**src/hdl/xaut_pkg.sv**
```systemverilog
// Shared types, result kind codes and entity tables for the attribute tokenizer.
package xaut_pkg;

    localparam int unsigned BYTE_W     = 8;
    localparam int unsigned KIND_W     = 3;
    localparam int unsigned ENT_COUNT  = 7;
    localparam int unsigned ENT_MAXLEN = 5;
    localparam int unsigned ENT_POS_W  = 3;
    localparam int unsigned ENT_IDX_W  = 3;

    localparam logic [KIND_W-1:0] KIND_NAME     = 3'd0;
    localparam logic [KIND_W-1:0] KIND_NAME_END = 3'd1;
    localparam logic [KIND_W-1:0] KIND_VALUE    = 3'd2;
    localparam logic [KIND_W-1:0] KIND_ATTR_END = 3'd3;
    localparam logic [KIND_W-1:0] KIND_LIST_END = 3'd4;
    localparam logic [KIND_W-1:0] KIND_ERROR    = 3'd5;

    typedef struct packed {
        logic [BYTE_W-1:0] in_byte;
        logic              restart;
    } item_t;

    // entity text after the ampersand, first byte in the top bits, zero padded
    function automatic logic [ENT_MAXLEN*BYTE_W-1:0] ent_text(input logic [ENT_IDX_W-1:0] idx);
        logic [ENT_MAXLEN*BYTE_W-1:0] t;
        unique case (idx)
            3'd0:    t = {"#10;", 8'h00};
            3'd1:    t = {"#13;", 8'h00};
            3'd2:    t = {"#9;", 16'h0000};
            3'd3:    t = "quot;";
            3'd4:    t = {"lt;", 16'h0000};
            3'd5:    t = {"gt;", 16'h0000};
            3'd6:    t = {"amp;", 8'h00};
            default: t = '0;
        endcase
        return t;
    endfunction

    function automatic logic [BYTE_W-1:0] ent_char(input logic [ENT_IDX_W-1:0] idx,
                                                   input logic [ENT_POS_W-1:0] pos);
        logic [ENT_MAXLEN*BYTE_W-1:0] t;
        logic [BYTE_W-1:0]            c;
        t = ent_text(idx);
        unique case (pos)
            3'd0:    c = t[39:32];
            3'd1:    c = t[31:24];
            3'd2:    c = t[23:16];
            3'd3:    c = t[15:8];
            3'd4:    c = t[7:0];
            default: c = '0;
        endcase
        return c;
    endfunction

    function automatic logic [ENT_POS_W-1:0] ent_len(input logic [ENT_IDX_W-1:0] idx);
        logic [ENT_POS_W-1:0] n;
        unique case (idx)
            3'd0, 3'd1, 3'd6: n = 3'd4;
            3'd3:             n = 3'd5;
            default:          n = 3'd3;
        endcase
        return n;
    endfunction

    function automatic logic [BYTE_W-1:0] ent_byte(input logic [ENT_IDX_W-1:0] idx);
        logic [BYTE_W-1:0] b;
        unique case (idx)
            3'd0:    b = 8'h0A;
            3'd1:    b = 8'h0D;
            3'd2:    b = 8'h09;
            3'd3:    b = 8'h22;
            3'd4:    b = 8'h3C;
            3'd5:    b = 8'h3E;
            3'd6:    b = 8'h26;
            default: b = 8'h00;
        endcase
        return b;
    endfunction

endpackage

```
**src/hdl/xaut_in_stage.sv**
```systemverilog
// Input register: captures one item per cycle from the slave stream while s_ready is high.
module xaut_in_stage (
    input  logic            aclk,
    input  logic            aresetn,
    input  logic            s_valid,
    output logic            s_ready,
    input  xaut_pkg::item_t s_item,
    output logic            q_valid,
    input  logic            q_take,
    output xaut_pkg::item_t q_item
);

    logic            valid_reg;
    logic            valid_next;
    xaut_pkg::item_t item_reg;

    assign s_ready    = !valid_reg || q_take;
    assign valid_next = (s_valid && s_ready) || (valid_reg && !q_take);

    always_ff @(posedge aclk) begin
        if (!aresetn) begin
            valid_reg <= 1'b0;
        end else begin
            valid_reg <= valid_next;
        end
        if (s_valid && s_ready) begin
            item_reg <= s_item;
        end
    end

    assign q_valid = valid_reg;
    assign q_item  = item_reg;

endmodule

```
**src/hdl/xaut_parser.sv**
```systemverilog
// Parser state, entity matcher and registered result item.
module xaut_parser (
    input  logic                          aclk,
    input  logic                          aresetn,
    input  logic                          q_valid,
    output logic                          q_take,
    input  xaut_pkg::item_t               q_item,
    output logic                          m_valid,
    input  logic                          m_ready,
    output logic [xaut_pkg::BYTE_W-1:0]   m_byte,
    output logic [xaut_pkg::KIND_W-1:0]   m_kind
);

    localparam logic [2:0] PH_START  = 3'd0;
    localparam logic [2:0] PH_NAME   = 3'd1;
    localparam logic [2:0] PH_EQ     = 3'd2;
    localparam logic [2:0] PH_VALUE  = 3'd3;
    localparam logic [2:0] PH_ENTITY = 3'd4;

    localparam logic [xaut_pkg::ENT_COUNT-1:0] ENT_ALL = '1;

    logic [2:0]                         phase_reg, phase_next;
    logic [xaut_pkg::ENT_POS_W-1:0]     pos_reg, pos_next;
    logic [xaut_pkg::ENT_COUNT-1:0]     cand_reg, cand_next;
    logic                               stopped_reg, stopped_next;
    logic                               out_valid_reg, out_valid_next;
    logic [xaut_pkg::BYTE_W-1:0]        out_byte_reg, out_byte_next;
    logic [xaut_pkg::KIND_W-1:0]        out_kind_reg, out_kind_next;

    logic [2:0]                         ph;
    logic [xaut_pkg::ENT_POS_W-1:0]     pos;
    logic [xaut_pkg::ENT_COUNT-1:0]     cand;
    logic                               stp;
    logic [xaut_pkg::BYTE_W-1:0]        c;
    logic                               is_name, is_space;
    logic [xaut_pkg::ENT_COUNT-1:0]     live;
    logic                               done;
    logic [xaut_pkg::BYTE_W-1:0]        done_byte;
    logic                               emit;
    logic [xaut_pkg::BYTE_W-1:0]        emit_byte;
    logic [xaut_pkg::KIND_W-1:0]        emit_kind;

    assign q_take = q_valid && (!out_valid_reg || m_ready);

    always_comb begin
        ph   = q_item.restart ? PH_START : phase_reg;
        pos  = q_item.restart ? '0 : pos_reg;
        cand = q_item.restart ? ENT_ALL : cand_reg;
        stp  = q_item.restart ? 1'b0 : stopped_reg;
        c    = q_item.in_byte;

        is_name  = (c >= 8'h61 && c <= 8'h7A) || c == 8'h5F;
        is_space = c == 8'h20 || c == 8'h09 || c == 8'h0A;

        for (int i = 0; i < xaut_pkg::ENT_COUNT; i++) begin
            live[i] = cand[i] && (pos < xaut_pkg::ent_len(xaut_pkg::ENT_IDX_W'(i)))
                      && (xaut_pkg::ent_char(xaut_pkg::ENT_IDX_W'(i), pos) == c);
        end
        done      = 1'b0;
        done_byte = '0;
        for (int i = xaut_pkg::ENT_COUNT - 1; i >= 0; i--) begin
            if (live[i] && (pos + 3'd1 == xaut_pkg::ent_len(xaut_pkg::ENT_IDX_W'(i)))) begin
                done      = 1'b1;
                done_byte = xaut_pkg::ent_byte(xaut_pkg::ENT_IDX_W'(i));
            end
        end

        phase_next   = ph;
        pos_next     = pos;
        cand_next    = cand;
        stopped_next = stp;
        emit         = 1'b0;
        emit_byte    = '0;
        emit_kind    = xaut_pkg::KIND_ERROR;

        if (!stp) begin
            unique case (ph)
                PH_START: begin
                    priority if (is_space) begin
                    end else if (c == 8'h00) begin
                        stopped_next = 1'b1;
                        emit         = 1'b1;
                        emit_kind    = xaut_pkg::KIND_LIST_END;
                    end else if (c == 8'h3D) begin
                        phase_next = PH_EQ;
                    end else if (is_name) begin
                        phase_next = PH_NAME;
                        emit       = 1'b1;
                        emit_byte  = c;
                        emit_kind  = xaut_pkg::KIND_NAME;
                    end else begin
                        stopped_next = 1'b1;
                        emit         = 1'b1;
                    end
                end
                PH_NAME: begin
                    priority if (is_name) begin
                        emit      = 1'b1;
                        emit_byte = c;
                        emit_kind = xaut_pkg::KIND_NAME;
                    end else if (c == 8'h3D) begin
                        phase_next = PH_EQ;
                    end else begin
                        stopped_next = 1'b1;
                        emit         = 1'b1;
                    end
                end
                PH_EQ: begin
                    if (c == 8'h22) begin
                        phase_next = PH_VALUE;
                        emit       = 1'b1;
                        emit_kind  = xaut_pkg::KIND_NAME_END;
                    end else begin
                        stopped_next = 1'b1;
                        emit         = 1'b1;
                    end
                end
                PH_VALUE: begin
                    priority if (c == 8'h22) begin
                        phase_next = PH_START;
                        emit       = 1'b1;
                        emit_kind  = xaut_pkg::KIND_ATTR_END;
                    end else if (c == 8'h00) begin
                        stopped_next = 1'b1;
                        emit         = 1'b1;
                    end else if (c == 8'h26) begin
                        phase_next = PH_ENTITY;
                        pos_next   = '0;
                        cand_next  = ENT_ALL;
                    end else begin
                        emit      = 1'b1;
                        emit_byte = c;
                        emit_kind = xaut_pkg::KIND_VALUE;
                    end
                end
                PH_ENTITY: begin
                    priority if (pos >= xaut_pkg::ENT_POS_W'(xaut_pkg::ENT_MAXLEN)
                                 || live == '0 || c == 8'h00) begin
                        stopped_next = 1'b1;
                        emit         = 1'b1;
                    end else if (done) begin
                        phase_next = PH_VALUE;
                        pos_next   = '0;
                        cand_next  = ENT_ALL;
                        emit       = 1'b1;
                        emit_byte  = done_byte;
                        emit_kind  = xaut_pkg::KIND_VALUE;
                    end else begin
                        cand_next = live;
                        pos_next  = pos + 3'd1;
                    end
                end
                default: begin
                    stopped_next = 1'b1;
                    emit         = 1'b1;
                end
            endcase
        end

        out_valid_next = out_valid_reg && !m_ready;
        out_byte_next  = out_byte_reg;
        out_kind_next  = out_kind_reg;
        if (q_take && emit) begin
            out_valid_next = 1'b1;
            out_byte_next  = emit_byte;
            out_kind_next  = emit_kind;
        end
    end

    always_ff @(posedge aclk) begin
        if (!aresetn) begin
            phase_reg     <= PH_START;
            pos_reg       <= '0;
            cand_reg      <= ENT_ALL;
            stopped_reg   <= 1'b0;
            out_valid_reg <= 1'b0;
        end else begin
            if (q_take) begin
                phase_reg   <= phase_next;
                pos_reg     <= pos_next;
                cand_reg    <= cand_next;
                stopped_reg <= stopped_next;
            end
            out_valid_reg <= out_valid_next;
        end
        out_byte_reg <= out_byte_next;
        out_kind_reg <= out_kind_next;
    end

    assign m_valid = out_valid_reg;
    assign m_byte  = out_byte_reg;
    assign m_kind  = out_kind_reg;

endmodule

```
**src/hdl/xml_attribute_unescape_tokenizer.sv**
```systemverilog
// Top level of the XML attribute tokenizer with entity unescaping.
// Takes one attribute-list byte per cycle and gives at most one token per byte. A token is
// offered from the result register once its byte has passed the input register. A byte can
// be accepted every cycle while m_axis_tready is high. While a finished token waits, the
// input register takes at most one more byte and then holds. The rate is set by the parser
// step between the input register and the result register (state update plus a seven-way
// entity match). Bytes that give no token (whitespace, '=', entity bytes before ';',
// anything once stopped) vanish. Set tuser to restart the parser before that byte.
module xml_attribute_unescape_tokenizer (
    input  logic       aclk,
    input  logic       aresetn,
    input  logic       s_axis_tvalid,
    output logic       s_axis_tready,
    input  logic [7:0] s_axis_tdata,   // [7:0] in_byte
    input  logic [0:0] s_axis_tuser,   // [0] restart
    output logic       m_axis_tvalid,
    input  logic       m_axis_tready,
    output logic [7:0] m_axis_tdata,   // [7:0] out_byte
    output logic [2:0] m_axis_tuser    // [2:0] kind
);

    xaut_pkg::item_t s_item;
    xaut_pkg::item_t q_item;
    logic            q_valid;
    logic            q_take;

    assign s_item.in_byte = s_axis_tdata;
    assign s_item.restart = s_axis_tuser[0];

    xaut_in_stage u_in (
        .aclk    (aclk),
        .aresetn (aresetn),
        .s_valid (s_axis_tvalid),
        .s_ready (s_axis_tready),
        .s_item  (s_item),
        .q_valid (q_valid),
        .q_take  (q_take),
        .q_item  (q_item)
    );

    xaut_parser u_parser (
        .aclk    (aclk),
        .aresetn (aresetn),
        .q_valid (q_valid),
        .q_take  (q_take),
        .q_item  (q_item),
        .m_valid (m_axis_tvalid),
        .m_ready (m_axis_tready),
        .m_byte  (m_axis_tdata),
        .m_kind  (m_axis_tuser)
    );

endmodule
```
**config.mk**
```make
export PLATFORM = sky130hd
export DESIGN_NAME = xml_attribute_unescape_tokenizer
export DESIGN_NICKNAME = d
export VERILOG_FILES = /design/src/hdl/xaut_pkg.sv /design/src/hdl/xaut_in_stage.sv /design/src/hdl/xaut_parser.sv /design/src/hdl/xml_attribute_unescape_tokenizer.sv
export SDC_FILE = /design/constraint.sdc
export NUM_CORES = 1
export LEC_CHECK = 0
export ABC_AREA = 1
export ABC_CLOCK_PERIOD_IN_PS = 3700
export BUFFER_PORTS_ARGS = -buffer_cell sky130_fd_sc_hd__buf_2
export CORE_MARGIN = 8
export CORE_UTILIZATION = 60
export DETAILED_ROUTE_END_ITERATION = 8
export HOLD_SLACK_MARGIN = 0.02
export PLACE_DENSITY_LB_ADDON = 0.2
export SETUP_SLACK_MARGIN = 0.4
export SLEW_MARGIN = 20
export SYNTH_ARGS = -nofsm -noshare
export SYNTH_HDL_FRONTEND = slang
export SYNTH_SLANG_ARGS = --single-unit
```
**constraint.sdc**
```tcl
create_clock -name aclk -period 3.7 [get_ports aclk]
set_input_delay 0.74 -clock aclk [delete_from_list [all_inputs] [get_ports aclk]]
set_output_delay 0.74 -clock aclk [all_outputs]
set_load 0.05 [all_outputs]
```
==> impl_metrics.toml <==
[run_status]
status = "finished, final reports clean"

[routing]
wl_per_cell_um = 16.5
drc_errors = 0
wl_um = 10400
via_count = 3780
first_pass_iters = 6
drt_iter0_markers = 504
drtAntennaViolNets = 0
vias_per_cell = 6.00

[clock_network]
holdBufCountCts = 0
cts_root_buf = "clkbuf_8"
clock-sinks = 36
ctsHtreeMaxLevel = 2
clk_pin_slew_ns = 0.07
clock_latency_ns = 0.29
cts_tree = "done"
cts_buffers = 5
clockBufferDepth = 2

[logic_synthesis]
netlist_area_um2 = 3200
yosys.area.top_type_share_pct = 18.8
yosys_warnings = 0
yosysTopAreaCell = "edfxtp_1"
synthCells = 526
ys_seq_area_share_pct = 28.8
async_reset_ff_share_pct = 0
synth_cell_type_count = 39
synthFlopType = "edfxtp_1"
synth-edff-count = 20
ys_ff_latch = 36
avgSynthCellArea_um2 = 6.09
synthTopCellsByArea = "edfxtp_1 (19%), nand2_1 (17%), dfxtp_1 (10%)"
syn-num-nets = 546

[global_route]
antenna_found_initial = 0
grt_max_degree = 21
grt_pass1_vias = 3276
grt_use_total_pct = 26.5
grt_pass1_wl_um = 16000
overflow = 0

[placed_design]
place.gp.congestion = 1.06
hpwl_um = 7890
post-place-cells = 616
portBuffers = 25
dp_slack_ns = 0.360
placedInstanceArea_um2 = 3410

[sta]
final.period_utilization_pct = 84.9
fin_skew_ns = 0.00600
setup_viol = 0
setup_tns_ns = 0
tightestPinTransition_ns = 0.745
hold_viol = 0
slew_headroom_pct = 50.2
fmax_mhz = 318
period_needed_ns = 3.14
final-max-slew-violation-count = 0
setup_slack_ns = 0.558
rsz0062_at_grt = "false"

[critical_path]
critPathLaunch = "u_in.q_item[0]"
startpoint_type = "flip-flop"
path_delay_family = "simple AND/OR/NAND/NOR gates"
cp_slowest_cell = "edfxtp_1"
cpMostUsedCell = "nand2_1"
cp.arrival_ns = 3.17
path_class = "reg2reg"
path_buf_inv = 4
worst-path-max-fanout = 9
max_stage_delay_ns = 0.55
cp-end-kind = "flip-flop"
path_cells = "inv_4 -> nand2_2 -> ha_4 -> inv_1 -> a21oi_1 -> nor2_1 -> nand2_1 -> nor2_1 -> nand3_1 -> nand2_1 -> nor2_1 -> nand2_2 -> nand2_4 -> inv_4 -> nand2_4 -> nand2_1 -> nand2_1 -> nand2_2 -> clkinvlp_4"
r2r_start = "u_in.q_item[0]"
required_ns = 3.73

[power_and_ir_drop]
clkPwrFrac_pct = 31.4
peakVddDrop_v = 0.000346
switching_share_pct = 32.5
power_density_nw_per_um2 = 293
power_frac_comb_pct = 24.4
p_int_mw = 0.721
p_sw_mw = 0.347
pwr-share-seq_pct = 44.2
power.static_leakage_nw = 1.80

[finish]
fin_cells = 630
layout_common_cells = "nand2_1 (144), inv_1 (69), nor2_1 (65)"
n_antenna_cell = 0
design_area_um2 = 3640
nets = 579
final_core_util_pct = 70.9
largest_reg_flops = 9
drive_above_1_share_pct = 14.3
layout_commonest_cell = "nand2_1"
area_delta_synth_final_pct = 13.8

[flow_run]
cap_violations = 0

[floorplan]
fp.coreArea_um2 = 5140
num_rows = 26
die_w_um = 89.1
initial_core_util_pct = 62.3
die_h_um = 89.1
die_area_um2 = 7930
io_pins = 26

[worst_hold_path]
worstHoldPathType = "reg2reg"
hold_start = "u_parser.cand_reg[2]"
==> stage by stage <==
step,hold slack (ns),power [mW]
3_5_place_dp,0.457,0.716
4_1_cts,0.474,1.05
3_3_place_gp,0.445,0.712
5_1_grt,0.510,1.11
6_report,0.475,1.07
2_1_floorplan,0.433,0.649
==> synth_stat cells, types with 2 or more instances <==
library cell	n
o21ai_0	24
nand2_1	148
buf_2	4
nand2_2	3
nand3b_1	3
a211oi_1	4
nor3_1	8
o211ai_1	6
a31oi_1	2
clkbuf_1	7
edfxtp_1	20
nor4_1	2
o21ai_2	2
inv_2	3
a21oi_1	42
nand2_4	2
nand3_1	41
dfxtp_1	16
buf_6	2
a21boi_1	2
ha_1	7
nand4_1	8
o21bai_1	2
o21ai_1	12
nor2_2	6
nor2_1	68
inv_1	70
==> power by group through the flow <==
stage	sequential [mW]	clock, mW	combinational, mW
6_report	0.472	0.336	0.260
5_1_grt	0.474	0.352	0.284
4_1_cts	0.469	0.338	0.240
3_5_place_dp	0.478	0	0.238
3_3_place_gp	0.477	0	0.235
2_1_floorplan	0.488	0	0.161
==> worst reg2reg max path: stages (launching register included) <==
cell	delay (ns)
edfxtp_1	0.55
inv_4	0.16
nand2_2	0.16
ha_4	0.24
inv_1	0.14
a21oi_1	0.09
nor2_1	0.13
nand2_1	0.12
nor2_1	0.15
nand3_1	0.13
nand2_1	0.09
nor2_1	0.05
nand2_2	0.08
nand2_4	0.10
inv_4	0.15
nand2_4	0.08
nand2_1	0.07
nand2_1	0.06
nand2_2	0.15
clkinvlp_4	0.18
==> logic make-up (layout without fill, tap and decap cells) <==
kind of cell | after synthesis | count (layout) | share of synthesized area [%]
compound gates | 100 | 100 | 17.5
xor+xnor | 1 | 1 | 0.274
fa+ha+maj | 7 | 7 | 2.74
buf+inv | 88 | 122 | 11.0
flops | 36 | 36 | 28.8
simple gates | 294 | 294 | 39.7
==> area by class of cell <==
| type | count | area, um^2 |
|---|---|---|
| multi-input combinational | 402 | 2010 |
| fill | 448 | 1500 |
| sequential | 36 | 921 |
| inverter | 75 | 290 |
| timing repair buffer | 37 | 215 |
| tap | 70 | 87.6 |
| clock buffer | 5 | 68.8 |
| clock inverter | 3 | 37.5 |
| timing repair inverter | 2 | 15.0 |
==> metal layers <==
| layer | vias up | GRT usage (%) | share of wire [%] |
|---|---|---|---|
| li1 | 1794 | - | - |
| met1 | 1665 | 34.4 | 41 |
| met2 | 281 | 42.5 | 44 |
| met3 | 38 | 5.42 | 12 |
| met4 | 2 | 9.06 | 3.3 |
| met5 | - | 0 | 0.30 |
==> path summary, 6_finish.rpt <==
| path | cells after the start | end | slack [ns] |
|---|---|---|---|
| max | 19 | u_parser.m_byte[6] | 0.56 |
| max reg2reg | 19 | u_parser.m_byte[6] | 0.56 |
| min | 2 | u_parser.cand_reg[2] | 0.47 |
| min reg2reg | 2 | u_parser.cand_reg[2] | 0.47 |
==> repair_timing <==
item	4_1_cts	5_1_grt
pin swaps	0	1
setup endpoints to repair	11	17
gates resized for setup	2	20
gates cloned	0	2
buffers inserted	0	4
(Power assumes the default switching activity.)
